File: config.mk
export PLATFORM = sky130hd
export DESIGN_NAME = skc_div
export DESIGN_NICKNAME = d
export VERILOG_FILES = /design/src/rtl/soft_knee_lookahead_compressor_top_macros.svh /design/src/rtl/skc_pkg.sv /design/src/rtl/skc_div.sv
export SDC_FILE = /design/constraint.sdc
export NUM_CORES = 1
export LEC_CHECK = 0
export ABC_AREA = 0
export BUFFER_PORTS_ARGS = -buffer_cell sky130_fd_sc_hd__buf_2
export CORE_AREA = 10 10 143 145
export DETAILED_ROUTE_END_ITERATION = 8
export DIE_AREA = 0 0 153 155
export MAX_ROUTING_LAYER = met4
export PLACE_DENSITY = 0.5
export REMOVE_ABC_BUFFERS = 1
export SYNTH_ARGS = -nofsm -noshare
export SYNTH_HDL_FRONTEND = slang
export SYNTH_SLANG_ARGS = --single-unit
File: constraint.sdc
create_clock -name clk -period 8.6 [get_ports clk]
set_clock_uncertainty 0.1 [all_clocks]
set_input_delay 1.29 -clock clk [delete_from_list [all_inputs] [get_ports clk]]
set_output_delay 1.29 -clock clk [all_outputs]
set_load 0.02 [all_outputs]
File: src/rtl/soft_knee_lookahead_compressor_top_macros.svh
`ifndef SOFT_KNEE_LOOKAHEAD_COMPRESSOR_TOP_MACROS_SVH
`define SOFT_KNEE_LOOKAHEAD_COMPRESSOR_TOP_MACROS_SVH
// same-cycle implication, held off while in reset
`define SKC_ASSERT_IMP(lbl, clk, rst_n, ante, cons) \
	lbl: assert property (@(posedge clk) disable iff (!rst_n) (ante) |-> (cons)) \
		else $error("skc check failed");
// next-cycle implication, held off while in reset
`define SKC_ASSERT_NEXT(lbl, clk, rst_n, ante, cons) \
	lbl: assert property (@(posedge clk) disable iff (!rst_n) (ante) |=> (cons)) \
		else $error("skc check failed");
`endif

File: src/rtl/skc_pkg.sv
`timescale 1ns / 1ps
`default_nettype none
package skc_pkg;
	localparam int SAMPLE_BITS     = 24;
	localparam int LOOKAHEAD_DEPTH = 2048;
	localparam int ADDR_W          = $clog2(LOOKAHEAD_DEPTH);
	localparam int DB_W            = 20;
	localparam int Q16_ONE         = 65536;
	localparam int LOG_SCALE       = 394566;
	localparam int P_W             = $clog2(SAMPLE_BITS);
	localparam int DIV_N_W         = (SAMPLE_BITS + 16 > 35) ? SAMPLE_BITS + 16 : 35;
	localparam int DIV_D_W         = (SAMPLE_BITS > 18) ? SAMPLE_BITS : 18;
	localparam int CFG_IDX_W       = 3;
	localparam int CFG_W           = 17;
	localparam int LA_W            = 11;

	localparam logic [SAMPLE_BITS-1:0] UNITY = {1'b1, {(SAMPLE_BITS-1){1'b0}}};

	localparam logic [CFG_IDX_W-1:0] REG_THRESHOLD_DB  = 3'd0;
	localparam logic [CFG_IDX_W-1:0] REG_INVERSE_RATIO = 3'd1;
	localparam logic [CFG_IDX_W-1:0] REG_RISE_COEF     = 3'd2;
	localparam logic [CFG_IDX_W-1:0] REG_FALL_COEF     = 3'd3;
	localparam logic [CFG_IDX_W-1:0] REG_LOOKAHEAD     = 3'd4;
	localparam logic [CFG_IDX_W-1:0] REG_KNEE_AMOUNT   = 3'd5;

	typedef struct packed {
		logic                   start;
		logic [SAMPLE_BITS-1:0] value;
	} lvl_req_t;

	typedef struct packed {
		logic                   done;
		logic signed [DB_W-1:0] db;
	} lvl_rsp_t;

	typedef struct packed {
		logic               start;
		logic [DIV_N_W-1:0] num;
		logic [DIV_D_W-1:0] den;
	} div_req_t;

	typedef struct packed {
		logic               done;
		logic [DIV_N_W-1:0] quo;
	} div_rsp_t;
endpackage
`default_nettype wire

File: src/rtl/skc_div.sv
`timescale 1ns / 1ps
`default_nettype none
module skc_div import skc_pkg::*; (
	input  wire logic     clk,
	input  wire logic     arst_n,
	input  wire div_req_t req,
	output div_rsp_t      rsp
);
	localparam int CNT_W = $clog2(DIV_N_W + 1);

	logic               busy_q;
	logic               done_q;
	logic [CNT_W-1:0]   cnt_q;
	logic [DIV_D_W:0]   rem_q;
	logic [DIV_N_W-1:0] quo_q;
	logic [DIV_D_W-1:0] den_q;
	logic [DIV_D_W:0]   trial;
	logic               fits;

	always_comb begin
		trial = {rem_q[DIV_D_W-1:0], quo_q[DIV_N_W-1]};
		fits  = trial >= {1'b0, den_q};
	end

	// restoring division, one quotient bit a cycle
	always_ff @(posedge clk or negedge arst_n) begin
		if (!arst_n) begin
			busy_q <= 1'b0;
			done_q <= 1'b0;
			cnt_q  <= '0;
		end else begin
			done_q <= busy_q && (cnt_q == CNT_W'(DIV_N_W - 1));
			if (!busy_q) begin
				if (req.start) begin
					busy_q <= 1'b1;
					cnt_q  <= '0;
					rem_q  <= '0;
					quo_q  <= req.num;
					den_q  <= req.den;
				end
			end else begin
				rem_q <= fits ? trial - {1'b0, den_q} : trial;
				quo_q <= {quo_q[DIV_N_W-2:0], fits};
				cnt_q <= cnt_q + 1'b1;
				if (cnt_q == CNT_W'(DIV_N_W - 1))
					busy_q <= 1'b0;
			end
		end
	end

	assign rsp.done = done_q;
	assign rsp.quo  = quo_q;
endmodule
`default_nettype wire

### Yosys cells after proc, flatten, opt, wreduce, memory -nomap -nowiden

Cells that the tools add are included.

| storage, ports and cells | value |
|---|---|
| flip-flop bits (word level) | 96 |
| RAM bits | 0 |
| memories | 0 |
| bits in latches | 0 |
| bits in read-only memories | 0 |
| output and inout port bits | 41 |

| cells by class | value |
|---|---|
| $lt $le $gt $ge | 1 |
| multiplexer cells | 10 |
| eq/ne operators | 1 |
| shift operators | 0 |
| divide/modulo/power cells | 0 |
| bitwise logic cells | 1 |
| reductions and logical operators | 4 |
| multipliers | 0 |
| add/subtract/negate cells | 2 |

Operators by type and width:

| operator | count |
|---|---|
| 2-to-1 mux 40 bit | 2 |
| 2-to-1 mux 24 bit | 3 |
| >= comparator 25 x 24 -> 1 bit | 1 |
| subtractor 24 bit | 1 |
| 2-to-1 mux 6 bit | 2 |
| adder 6 x 1 -> 6 bit, second input constant | 1 |
| equality test 6 bit, second input constant | 1 |
| 2-to-1 mux 1 bit | 3 |
| AND reduction 3 bit | 1 |
| AND reduction 2 bit | 1 |
| nonzero test 2 bit | 1 |
| logical AND 1 bit | 1 |
| inverter 1 bit | 1 |

### Longest topological paths before layout

| logic depth | value |
|---|---|
| depth after elaboration | 3 |
| depth in mapped cells | 11 |
| gate-level depth less buffers | 11 |

### Worst setup path after synthesis

OpenSTA, ideal clock, no wires.

| timing | value |
|---|---|
| path kind | in2reg |
| from | in req[64] (netlist name) |
| to | reg quo_q[0], enable pin |
| buffers on the path | 0 |
| required time | 8007 ps |
| library setup time | 493 ps |
| stages | 2 |
| setup slack | 3805 ps |
| arrival | 4202 ps |
| cells stage by stage | nor2_1 > nor2b_1 |

| on the way | value |
|---|---|
| longest elaborated chain between the ends | 2 |

Ends and longest elaborated chain:

| what | RTL line | source |
|---|---|---|
| from (decl) | skc_div.sv:6 | `input wire div_req_t req,` |
| nonzero test 2 bit (no source line) | -- |  |
| AND reduction 2 bit (no source line) | -- |  |
| to (signal assigned) | skc_div.sv:38 | `quo_q <= req.num;` |
| to (signal assigned) | skc_div.sv:43 | `quo_q <= {quo_q[DIV_N_W-2:0], fits};` |
| to (decl) | skc_div.sv:15 | `logic [DIV_N_W-1:0] quo_q;` |

Every way passes these cells.
A chain may end at the register's enable or synchronous reset.

### Final worst setup path

| timing | value |
|---|---|
| from | reg den_q[1] |
| to | reg rem_q[22], data pin |

| on the way | value |
|---|---|
| longest elaborated chain between the ends | 3 |

Ends and longest elaborated chain:

| what | RTL line | source |
|---|---|---|
| from (decl) | skc_div.sv:16 | `logic [DIV_D_W-1:0] den_q;` |
| from (signal assigned) | skc_div.sv:39 | `den_q <= req.den;` |
| subtractor 24 bit or >= comparator 25 x 24 -> 1 bit (tied branches) | skc_div.sv:42, skc_div.sv:22 |  |
| 2-to-1 mux 24 bit (*) | skc_div.sv:42 | `rem_q <= fits ? trial - {1'b0, den_q} : trial;` |
| 2-to-1 mux 24 bit (*) | skc_div.sv:33 | `if (!busy_q) begin` |
| to (signal assigned) | skc_div.sv:42 |  |
| to (decl) | skc_div.sv:14 | `logic [DIV_D_W:0] rem_q;` |

Mark *: on every way between the ends. The rest lies on a longest branch, timed or not.

==> out/metrics.yaml <==
status:
  status: "completed"
synth:
  synth_area_leaders: "edfxtp_1, mux2_2, ha_1"
  ys_seq_area_frac: 0.549
  syn_avg_cell_area_um2: 11.9
  synth_top_cell_area_share: 0.511
  synth_ff_type: "edfxtp_1"
  yosysTopAreaCell: "edfxtp_1"
  synth_area_um2: 5170
  yosys_register_bits: 96
  synth_common_cells: "edfxtp_1, nor2_1, mux2_2, inv_1, ha_1"
  synth_edf_count: 88
  post-synth-top-count-cell: "edfxtp_1"
  ys_types: 43
  synthCells: 435
  async_flop_share: 0.0833
  yosysWarningCount: 0
timing:
  tns_ns: 0
  maxSlewViolCount: 0
  tightest_slew_ns: 0.866
  final_hold_viol_count: 0
  rsz0062_at_grt: "no"
  relSlewSlack: 0.423
  fin_crit_sh: 0.341
  fin_crit_ns: 2.93
  finalSetupViolations: 0
  fmax_mhz: 341
worst_setup_path:
  crit_path_start_kind: "flop"
  critPathArrivalTime_ns: 2.92
  cp.required_ns: 8.59
  cp_num_buf_inv: 2
  end_kind: "flop"
  crit_type: "reg2reg"
  worstPathMaxFanout: 30
  crit_family: "compound AO/OA/AOI/OAI gates"
  crit_chain: "inv_1 > ha_1 > nor2b_1 > o31a_1 > o311a_1 > o211ai_2 > a31oi_1 > o21a_1 > buf_4 > nand2_1 > o22ai_1"
  crit_slowest_cell: "edfxtp_1"
  cpPeakStageDelay_ns: 0.42
routing:
  drt_iter0_drc: 224
  firstDrtPassIters: 4
  viasPerCell: 4.72
  wl_per_cell_um: 16.4
  detail-route-antenna-nets: 0
  vias: 3680
  wl_mm: 12.8
  drc: 0
cts:
  cts_tree: "done"
  clock_latency_ns: 0.35
  numCtsBuffers: 9
  h-tree-depth: 3
  cts.sink_count: 96
  clkSlewWorstSetupHoldPaths_ns: 0.07
  cts-resized-gates: 0
  postCtsSetupBuffers: 0
  cts.path.max_buffers: 2
  holdBufCountCts: 0
  root_buffer: "clkbuf_16"
global_route:
  grt_usage: 0.111
  antenna_found_initial: 4
  grt_pass1_wl_mm: 20.7
  grt_pass1_vias: 3985
  grt_remaining_overflow: 0
  grt_max_degree: 65
run:
  drv_cap: 0
pwr:
  p_leak_nw: 2.63
  swShare: 0.382
  vdd_drop_max_mv: 0.143
  p_sw_w: 0.000830
  power_frac_seq: 0.357
  comb_power_share: 0.464
  power_density_nw_per_um2: 348
  pwr-share-clk: 0.178
  p_int_w: 0.00134
cells_and_area:
  fin_area_um2: 6250
  drive_above_1_share: 0.319
  final_nets: 634
  area_growth_pct: 20.8
  fillers: 1792
placement:
  dpl_cell_area_um2: 5960
  gp_congestion: 0.813
  portBuffers: 107
  dp_hpwl_mm: 9.24
floorplanning:
  coreArea_um2: 17700
  die_h_um: 155
  pin_count: 108
  fp-row-count: 49
  dieArea_um2: 23700
  die_w_um: 153
  start_util: 0.293
min_path:
  hp-class: "reg2reg"
==> per-layer routing <==
| metal | GRT usage | vias to the layer above | share of wire |
|---|---|---|---|
| met5 | - | - | 0 |
| met4 | 0.0304 | 0 | 0.011 |
| met3 | 0.0582 | 11 | 0.090 |
| met2 | 0.161 | 119 | 0.43 |
| met1 | 0.131 | 1740 | 0.46 |
| li1 | - | 1810 | - |
==> final cells by class <==
| type | instances | area [um^2] | area share |
|---|---|---|---|
| Antenna cell | 4 | 10.0 | 0.00160 |
| Clock buffer | 10 | 229 | 0.0366 |
| Clock inverter | 6 | 47.5 | 0.00761 |
| Inverter | 34 | 128 | 0.0204 |
| Multi-Input combinational cell | 288 | 2130 | 0.341 |
| Sequential cell | 96 | 2840 | 0.455 |
| Tap cell | 229 | 287 | 0.0458 |
| Timing Repair Buffer | 112 | 573 | 0.0917 |
==> worst paths after layout <==
kind,startpoint,endpoint,slack (ns),cells after the start
hold / removal,cnt_q[5],cnt_q[5],0.40,1
setup reg to reg,den_q[1],rem_q[22],5.67,11
hold reg to reg,cnt_q[5],cnt_q[5],0.40,1
min in group asynchronous,arst_n,done_q,0.67,1
setup / recovery,den_q[1],rem_q[22],5.67,11
max in group asynchronous,arst_n,busy_q,7.53,1
==> power groups by stage <==
| stage | logic [W] | registers (W) | clock network (W) |
|---|---|---|---|
| after global routing | 0.00114 | 0.000795 | 0.000421 |
| after floorplan | 0.000719 | 0.000828 | 0 |
| final | 0.00101 | 0.000777 | 0.000387 |
| after detailed placement | 0.00102 | 0.000782 | 0 |
| after CTS | 0.00102 | 0.000778 | 0.000405 |
| after global placement | 0.00100 | 0.000781 | 0 |
==> cells in the final DEF (no fill, tap or decap), drive strengths merged, types with 5 or more instances in the layout <==
master	instances
nand4	9
nor3	5
ha	25
nand2	20
buf	112
dfrtp	8
nor2	43
mux2	39
a21oi	21
nand3	10
o21a	5
a21o	7
clkbuf	10
edfxtp	88
o21ai	20
inv	39
xnor2	17
mux2i	18
a211oi	6
==> per-stage QoR <==
| step | utilization | cells | worst slack, ns | total power (W) | hold slack, ns |
|---|---|---|---|---|---|
| final | 0.354 | 779 | 5.67 | 0.00217 | 0.400 |
| after global routing | 0.354 | 779 | 5.38 | 0.00235 | 0.426 |
| after CTS | 0.353 | 775 | 5.65 | 0.00220 | 0.402 |
| after detailed placement | 0.338 | 759 | 5.67 | 0.00180 | 0.393 |
| after global placement | 0.338 | 759 | 5.69 | 0.00178 | 0.373 |
| after floorplan | - | 418 | 3.74 | 0.00155 | 0.352 |
==> logic make-up (layout without fill, tap and decap cells) <==
group,count (synthesis),count (layout),share of synthesized area
AOI/OAI and AO/OA,83,83,0.102
xor gates and xnor gates,21,21,0.0355
adders and majority gates,26,26,0.0643
buffers and inverters,51,162,0.0397
DFF,96,96,0.549
muxes,57,57,0.120
other,0,4,0
and+or+nand+nor,101,101,0.0890
==> flip-flops by register name, indices dropped and copies added, names as in the netlist <==
name	cells
quo_q	40
done_q	1
den_q	24
rem_q	24
cnt_q	6
busy_q	1
(Power assumes the default switching activity.)
