`config.mk`:
```
export PLATFORM = sky130hd
export DESIGN_NAME = skc_level
export DESIGN_NICKNAME = d
export VERILOG_FILES = /design/src/rtl/soft_knee_lookahead_compressor_top_macros.svh /design/src/rtl/skc_pkg.sv /design/src/rtl/skc_level.sv
export SDC_FILE = /design/constraint.sdc
export NUM_CORES = 2
export LEC_CHECK = 0
export BUFFER_PORTS_ARGS = -buffer_cell sky130_fd_sc_hd__buf_4
export CAP_MARGIN = 20
export CORE_ASPECT_RATIO = 0.75
export CORE_UTILIZATION = 60
export CTS_CLUSTER_SIZE = 25
export DETAILED_ROUTE_END_ITERATION = 7
export GPL_TIMING_DRIVEN = 0
export PLACE_DENSITY = 0.78
export SLEW_MARGIN = 25
export SYNTH_ARGS = -nofsm -noshare
export SYNTH_HDL_FRONTEND = slang
export SYNTH_SLANG_ARGS = --single-unit
```
`constraint.sdc`:
```
create_clock -name clk -period 9.9 [get_ports clk]
set_input_delay 0.495 -clock clk [delete_from_list [all_inputs] [get_ports clk]]
set_output_delay 0.495 -clock clk [all_outputs]
set_load 0.05 [all_outputs]
```
`src/rtl/soft_knee_lookahead_compressor_top_macros.svh`:
```
`ifndef SOFT_KNEE_LOOKAHEAD_COMPRESSOR_TOP_MACROS_SVH
`define SOFT_KNEE_LOOKAHEAD_COMPRESSOR_TOP_MACROS_SVH
// same-cycle implication, held off while in reset
`define SKC_ASSERT_IMP(lbl, clk, rst_n, ante, cons) \
	lbl: assert property (@(posedge clk) disable iff (!rst_n) (ante) |-> (cons)) \
		else $error("skc check failed");
// next-cycle implication, held off while in reset
`define SKC_ASSERT_NEXT(lbl, clk, rst_n, ante, cons) \
	lbl: assert property (@(posedge clk) disable iff (!rst_n) (ante) |=> (cons)) \
		else $error("skc check failed");
`endif

```
`src/rtl/skc_pkg.sv`:
```
`timescale 1ns / 1ps
`default_nettype none
package skc_pkg;
	localparam int SAMPLE_BITS     = 24;
	localparam int LOOKAHEAD_DEPTH = 2048;
	localparam int ADDR_W          = $clog2(LOOKAHEAD_DEPTH);
	localparam int DB_W            = 20;
	localparam int Q16_ONE         = 65536;
	localparam int LOG_SCALE       = 394566;
	localparam int P_W             = $clog2(SAMPLE_BITS);
	localparam int DIV_N_W         = (SAMPLE_BITS + 16 > 35) ? SAMPLE_BITS + 16 : 35;
	localparam int DIV_D_W         = (SAMPLE_BITS > 18) ? SAMPLE_BITS : 18;
	localparam int CFG_IDX_W       = 3;
	localparam int CFG_W           = 17;
	localparam int LA_W            = 11;

	localparam logic [SAMPLE_BITS-1:0] UNITY = {1'b1, {(SAMPLE_BITS-1){1'b0}}};

	localparam logic [CFG_IDX_W-1:0] REG_THRESHOLD_DB  = 3'd0;
	localparam logic [CFG_IDX_W-1:0] REG_INVERSE_RATIO = 3'd1;
	localparam logic [CFG_IDX_W-1:0] REG_RISE_COEF     = 3'd2;
	localparam logic [CFG_IDX_W-1:0] REG_FALL_COEF     = 3'd3;
	localparam logic [CFG_IDX_W-1:0] REG_LOOKAHEAD     = 3'd4;
	localparam logic [CFG_IDX_W-1:0] REG_KNEE_AMOUNT   = 3'd5;

	typedef struct packed {
		logic                   start;
		logic [SAMPLE_BITS-1:0] value;
	} lvl_req_t;

	typedef struct packed {
		logic                   done;
		logic signed [DB_W-1:0] db;
	} lvl_rsp_t;

	typedef struct packed {
		logic               start;
		logic [DIV_N_W-1:0] num;
		logic [DIV_D_W-1:0] den;
	} div_req_t;

	typedef struct packed {
		logic               done;
		logic [DIV_N_W-1:0] quo;
	} div_rsp_t;
endpackage
`default_nettype wire

```
`src/rtl/skc_level.sv`:
```
`timescale 1ns / 1ps
`default_nettype none
module skc_level import skc_pkg::*; (
	input  wire logic     clk,
	input  wire logic     arst_n,
	input  wire lvl_req_t req,
	output lvl_rsp_t      rsp
);
	localparam int LG_W = P_W + 17;

	typedef enum logic [1:0] {L_IDLE, L_SQ, L_MUL, L_OUT} lstate_t;

	lstate_t                  state_q;
	logic [30:0]              m_q;
	logic [P_W-1:0]           p_q;
	logic [15:0]              frac_q;
	logic [3:0]               cnt_q;
	logic signed [LG_W+19:0]  prod_q;
	logic                     done_q;
	logic signed [DB_W-1:0]   db_q;

	logic [SAMPLE_BITS-1:0]   v1;
	logic [P_W-1:0]           p_w;
	logic [63:0]              v64;
	logic [30:0]              m_w;
	logic [61:0]              sq;
	logic [31:0]              sq30;
	logic signed [P_W:0]      pm;
	logic signed [LG_W-1:0]   lg;
	logic signed [LG_W+19:0]  biased;

	always_comb begin
		v1 = (req.value == '0) ? SAMPLE_BITS'(1) : req.value;
		p_w = '0;
		for (int i = 0; i < SAMPLE_BITS; i++) begin
			if (v1[i])
				p_w = P_W'(i);
		end
		v64 = 64'(v1);
		if (int'(p_w) <= 30)
			m_w = 31'(v64 << (30 - int'(p_w)));
		else
			m_w = 31'(v64 >> (int'(p_w) - 30));
		sq   = 62'(m_q) * 62'(m_q);
		sq30 = sq[61:30];
		pm   = $signed({1'b0, p_q}) - $signed((P_W + 1)'(SAMPLE_BITS - 1));
		lg   = $signed({pm, frac_q});
		// truncate toward zero on the scale down
		biased = prod_q[LG_W+19] ? prod_q + (LG_W + 20)'(24'hFF_FFFF) : prod_q;
	end

	always_ff @(posedge clk or negedge arst_n) begin
		if (!arst_n) begin
			state_q <= L_IDLE;
			done_q  <= 1'b0;
			cnt_q   <= '0;
		end else begin
			done_q <= (state_q == L_OUT);
			unique case (state_q)
				L_IDLE: begin
					if (req.start) begin
						m_q     <= m_w;
						p_q     <= p_w;
						frac_q  <= '0;
						cnt_q   <= '0;
						state_q <= L_SQ;
					end
				end
				L_SQ: begin
					// one squaring a cycle, one fraction bit of log2 each
					if (sq30[31]) begin
						m_q    <= sq30[31:1];
						frac_q <= {frac_q[14:0], 1'b1};
					end else begin
						m_q    <= sq30[30:0];
						frac_q <= {frac_q[14:0], 1'b0};
					end
					cnt_q <= cnt_q + 1'b1;
					if (cnt_q == 4'd15)
						state_q <= L_MUL;
				end
				L_MUL: begin
					prod_q  <= lg * $signed(20'(LOG_SCALE));
					state_q <= L_OUT;
				end
				L_OUT: begin
					db_q    <= DB_W'(biased >>> 24);
					state_q <= L_IDLE;
				end
				default: state_q <= L_IDLE;
			endcase
		end
	end

	assign rsp.done = done_q;
	assign rsp.db   = db_q;
endmodule
`default_nettype wire

```
# Word-level counts from Yosys, hierarchy flattened
# Index checks and enable logic that the tools add are counted.
[totals] wordCells=70 reg_bits=118 output_inout_bits=21
[classes] magnitude_cmp=1 n_addsub=5 n_mul=2 reduce_logical=9 muxes=37 n_eq_ne=6 n_shift=2
[op_table] op="two-way mux 5 bit" count=20
[op_table] op="two-way mux 31 bit" count=3
[op_table] op="multiplier 31 x 31 -> 62 bit" count=1
[op_table] op="case mux 31 bit (2 select lines)" count=1
[op_table] op="adder 42 x 24 -> 42 bit (second input constant)" count=1
[op_table] op="two-way mux 42 bit" count=1
[op_table] op="multiplier 22 x 19 -> 41 bit (second input constant)" count=1
[op_table] op="case mux 16 bit (2 select lines)" count=1
[op_table] op="left shift 24 x 32 -> 31 bit" count=1
[op_table] op=">> shifter 24 x 32 -> 31 bit" count=1
[op_table] op="zero test 24 bit" count=1
[op_table] op="two-way mux 24 bit" count=1
[op_table] op="two-way mux 16 bit" count=1
[op_table] op="subtractor 5 x 5 -> 6 bit (second input constant)" count=2
[op_table] op="two-way mux 2 bit" count=4
[op_table] op="case mux 2 bit (4 select lines)" count=1
[op_table] op="case mux 4 bit (2 select lines)" count=1
[op_table] op="AND reduction 2 bit" count=4
[op_table] op="AND reduction 3 bit" count=2
[op_table] op="subtractor 5 x 5 -> 6 bit (first input constant)" count=1
[op_table] op="<= comparator 5 bit (second input constant)" count=1
[op_table] op="adder 4 x 1 -> 4 bit (second input constant)" count=1
[op_table] op="equality test 2 bit (second input constant)" count=2
[op_table] op="equality test 4 bit (second input constant)" count=1
[op_table] op="6 further kinds" count=8

# Longest topological paths before layout
[depth] depth_word=30 depth_mapped=32

# Least setup slack after synthesis
# No wires, ideal clock.
[synth_path] path_type="register -> register" from="reg m_q[9]" to="reg m_q[14], data pin" arrival_time_ps=7600 path_stages_with_launch=32 path_buffers=4 required_time_ps=9639 path_slack_ps=2039 cell_sequence="edfxtp_1 -> clkbuf_1 -> clkbuf_1 -> nand2_1 -> fa_1 -> fa_1 -> inv_1 -> fa_1 -> inv_1 -> fa_1 -> inv_1 -> fa_1 -> inv_1 -> fa_1 -> inv_1 -> fa_1 -> inv_1 -> fa_1 -> inv_1 -> ha_1 -> buf_2 -> a211oi_1 -> o21ai_1 -> nor2_1 -> o2111ai_1 -> o211ai_4 -> o21ai_4 -> a41o_1 -> nor2_4 -> buf_6 -> nor2_1 -> a221o_1"
[synth_via] elab_chain_len=3
[synth_rtl] item="from (decl)" line="skc_level.sv:14" source="logic [30:0] m_q;"
[synth_rtl] item="from (signal assigned)" line="skc_level.sv:62" source="m_q <= m_w;"
[synth_rtl] item="from (signal assigned)" line="skc_level.sv:72" source="m_q <= sq30[31:1];"
[synth_rtl] item="from (signal assigned)" line="skc_level.sv:75" source="m_q <= sq30[30:0];"
[synth_rtl] item="multiplier 31 x 31 -> 62 bit" line="skc_level.sv:44" source="sq = 62'(m_q) * 62'(m_q);"
[synth_rtl] item="two-way mux 31 bit" line="skc_level.sv:71" source="if (sq30[31]) begin"
[synth_rtl] item="case mux 31 bit (2 select lines)" line="skc_level.sv:59" source="unique case (state_q)"
# No other way between the ends.
# A chain may end at the register's enable or synchronous reset.

# Worst setup path after layout
[layout_path] from="reg m_q[15]" to="reg m_q[9], data pin"
# The elaborated chain is that of the path after synthesis.

==> flow_summary.ini <==
[setup_path]
crit_path_max_incr_delay_ps = 910
crit_fanout = 10
path_class = reg -> reg
path_depth = 27
worstPathBufferInverterCount = 7
critPathTopFamily = adder cells
end_kind = flip-flop
crit_top_cell = fa_1
worst_ep_arrival_time_ps = 10070
cp-start-kind = flip-flop
critPathSlowestCell = clkdlybuf4s15_1
required_ps = 10080
rr_worst_depth = 27

[timing]
tightest_slew_ps = 1170
finalSetupViolCount = 0
drv_slew = 0
fin_crit_sh = 0.999
period_needed_ps = 9890
fmaxAchievable_ghz = 0.101
slew_headroom = 0.221
hold_viol_final = 0
fin_worst_skew_ps = 12.5

[synthesis]
syn_avg_cell_area_sq_um = 9.60
ys_warn_count = 0
ys_types = 88
async_flop_share = 0.0593
syn_inst = 4107
ys.flop_type = edfxtp_1
ys_seq_area_frac = 0.0890
synth-edff-count = 111
synth_seq_cells = 118
netlist_area_sq_um = 39400
mappedNetlistNets = 5429

[final_layout]
layout-drive-gt1-share = 0.0523
mostFrequentLayoutCells = inv_1 (1140), fa_1 (843), ha_1 (452)
mostFrequentLayoutCell = inv_1
fin_area_sq_um = 41600
layoutNonFillerInstCount = 5053
area_delta_synth_final_pct = 5.54
post-route-util = 0.648
layout.nets = 5500

[route]
drt_pass1_iterations = 8
drcViolationCount = 0
vias_per_cell = 5.80
wire_per_inst_um = 22.7
wirelength_um = 115000
antenna_left = 0
num_vias = 29298
drt_iter0_drc = 3442

[placed_design]
routabilityCongestion = 1.03
placed_area_sq_um = 40900
port_buffers = 46
place_hpwl_um = 97400
dp.cells = 5016

[global_routing]
track_usage = 0.358
met2_usage = 0.491
grtUsageMet3 = 0.136
use_met1 = 0.525
busiest_layer = met1
grt_pass1_wl_um = 178000
gr-total-overflow = 0
grt_max_degree = 33
antenna_found_initial = 6
grt_pass1_vias = 30199

[cts]
clk_latency_ps = 430
cts_tree = yes
cts-root-buf = clkbuf_16
ctsLongestPathBuffers = 2
clk_pin_slew_ps = 60
h-tree-depth = 4
cts_buffers = 17
clock-sinks = 118

[min_path]
hold_path.class = in -> reg
hold_depth = 3

[floorplanning]
rows = 80
initial_core_util = 0.614
ios = 48
dieWidth_um = 298
die_area_sq_um = 66800
core_sq_um = 64300
die_y_um = 224

[run_status]
outcome = finished, final reports clean

[run]
drv_cap = 0
==> sequential cells by signal, summed over array words and instances (netlist names) <==
signal	flops
prod_q	41
m_q	31
db_q	18
frac_q	16
p_q	5
cnt_q	4
state_q	2
done_q	1
==> final cells by class <==
type,instances,area [sq um]
antenna,2,5.00
buffer,125,616
clock buffer,17,425
clock inverter,14,154
fill,5227,22600
inverter,1151,4330
multi-input combinational,2712,31100
sequential,118,3510
tap,861,1080
timing repair buffer,53,433
==> repair_timing <==
item | in CTS | in global routing
pin swaps | 0 | 1
endpoints found under the setup margin | 31 | 31
hold buffers | 1 | 0
hold endpoints to repair | 7 | 0
gates cloned | 0 | 0
setup buffers | 0 | 4
gates resized for setup | 9 | 99
==> worst reg2reg max path, delay by kind of cell (launching register included) <==
kind	cells	cell delay [ps]
flip-flops	1	610
adder cells (fa/ha/maj)	9	4280
AO/OA/AOI/OAI	7	2220
buffers and inverters	7	1590
AND/OR/NAND/NOR	4	950
==> final timing paths <==
path	from	to	slack, ps
setup / recovery	m_q[15]	m_q[9]	7
hold / removal	req[24]	cnt_q[0]	390
setup reg to reg	m_q[15]	m_q[9]	7
hold reg to reg	cnt_q[1]	cnt_q[1]	560
max in group asynchronous	arst_n	cnt_q[2]	9310
min in group asynchronous	arst_n	done_q	440
==> kinds of logic after synthesis <==
group                      share of synthesized area
adders and majority gates                      0.571
buffers and inverters                          0.124
and+or+nand+nor                                0.103
AOI/OAI and AO/OA                             0.0639
xor gates and xnor gates                      0.0278
DFF                                           0.0890
muxes                                         0.0218
==> Yosys cell counts, types with 5 or more instances <==
| library cell | count | area (sq um) |
|---|---|---|
| a211oi_1 | 15 | 113 |
| a21o_1 | 46 | 345 |
| a21oi_1 | 104 | 521 |
| a221oi_1 | 7 | 61.3 |
| a31oi_1 | 16 | 100 |
| and2_1 | 174 | 1090 |
| and3_1 | 16 | 100 |
| and4_1 | 7 | 61.3 |
| buf_1 | 5 | 18.8 |
| buf_2 | 10 | 50.1 |
| buf_4 | 7 | 52.6 |
| buf_6 | 5 | 56.3 |
| clkbuf_1 | 98 | 368 |
| clkinv_1 | 7 | 26.3 |
| dfrtp_1 | 7 | 175 |
| edfxtp_1 | 111 | 3330 |
| fa_1 | 843 | 16900 |
| ha_1 | 452 | 5660 |
| inv_1 | 1140 | 4280 |
| mux2_2 | 16 | 180 |
| mux2i_1 | 44 | 440 |
| mux4_2 | 10 | 225 |
| nand2_1 | 332 | 1250 |
| nand2b_1 | 20 | 125 |
| nand3_1 | 39 | 195 |
| nand4_1 | 17 | 106 |
| nor2_1 | 149 | 559 |
| nor2b_1 | 15 | 93.8 |
| nor3_1 | 36 | 180 |
| nor4_1 | 12 | 75.1 |
| o211ai_1 | 9 | 67.6 |
| o21a_1 | 10 | 75.1 |
| o21ai_0 | 71 | 355 |
| o21bai_1 | 12 | 90.1 |
| o22ai_1 | 7 | 43.8 |
| o31ai_1 | 7 | 52.6 |
| or2_2 | 12 | 75.1 |
| or3_1 | 10 | 62.6 |
| xnor2_1 | 86 | 753 |
| xor2_1 | 34 | 298 |
==> per-layer routing <==
layer | wire, um | share of wire
met1 | 47900 | 0.42
met2 | 45300 | 0.40
met3 | 17000 | 0.15
met4 | 4230 | 0.037
met5 | 188 | 0.0016
==> per-stage QoR <==
step,setup TNS [ps],setup WS (ps),hold WS [ps]
after global routing,-35.2,-26.3,387
after floorplan,0,2040,199
final,0,7.15,391
after CTS,0,12.9,374
after detailed placement,-5580,-429,338
after global placement,-4530,-382,332
Power is left out: the tool's default activity adds up to more than one toggle a clock period on the data nets, which glitch-free logic cannot reach.
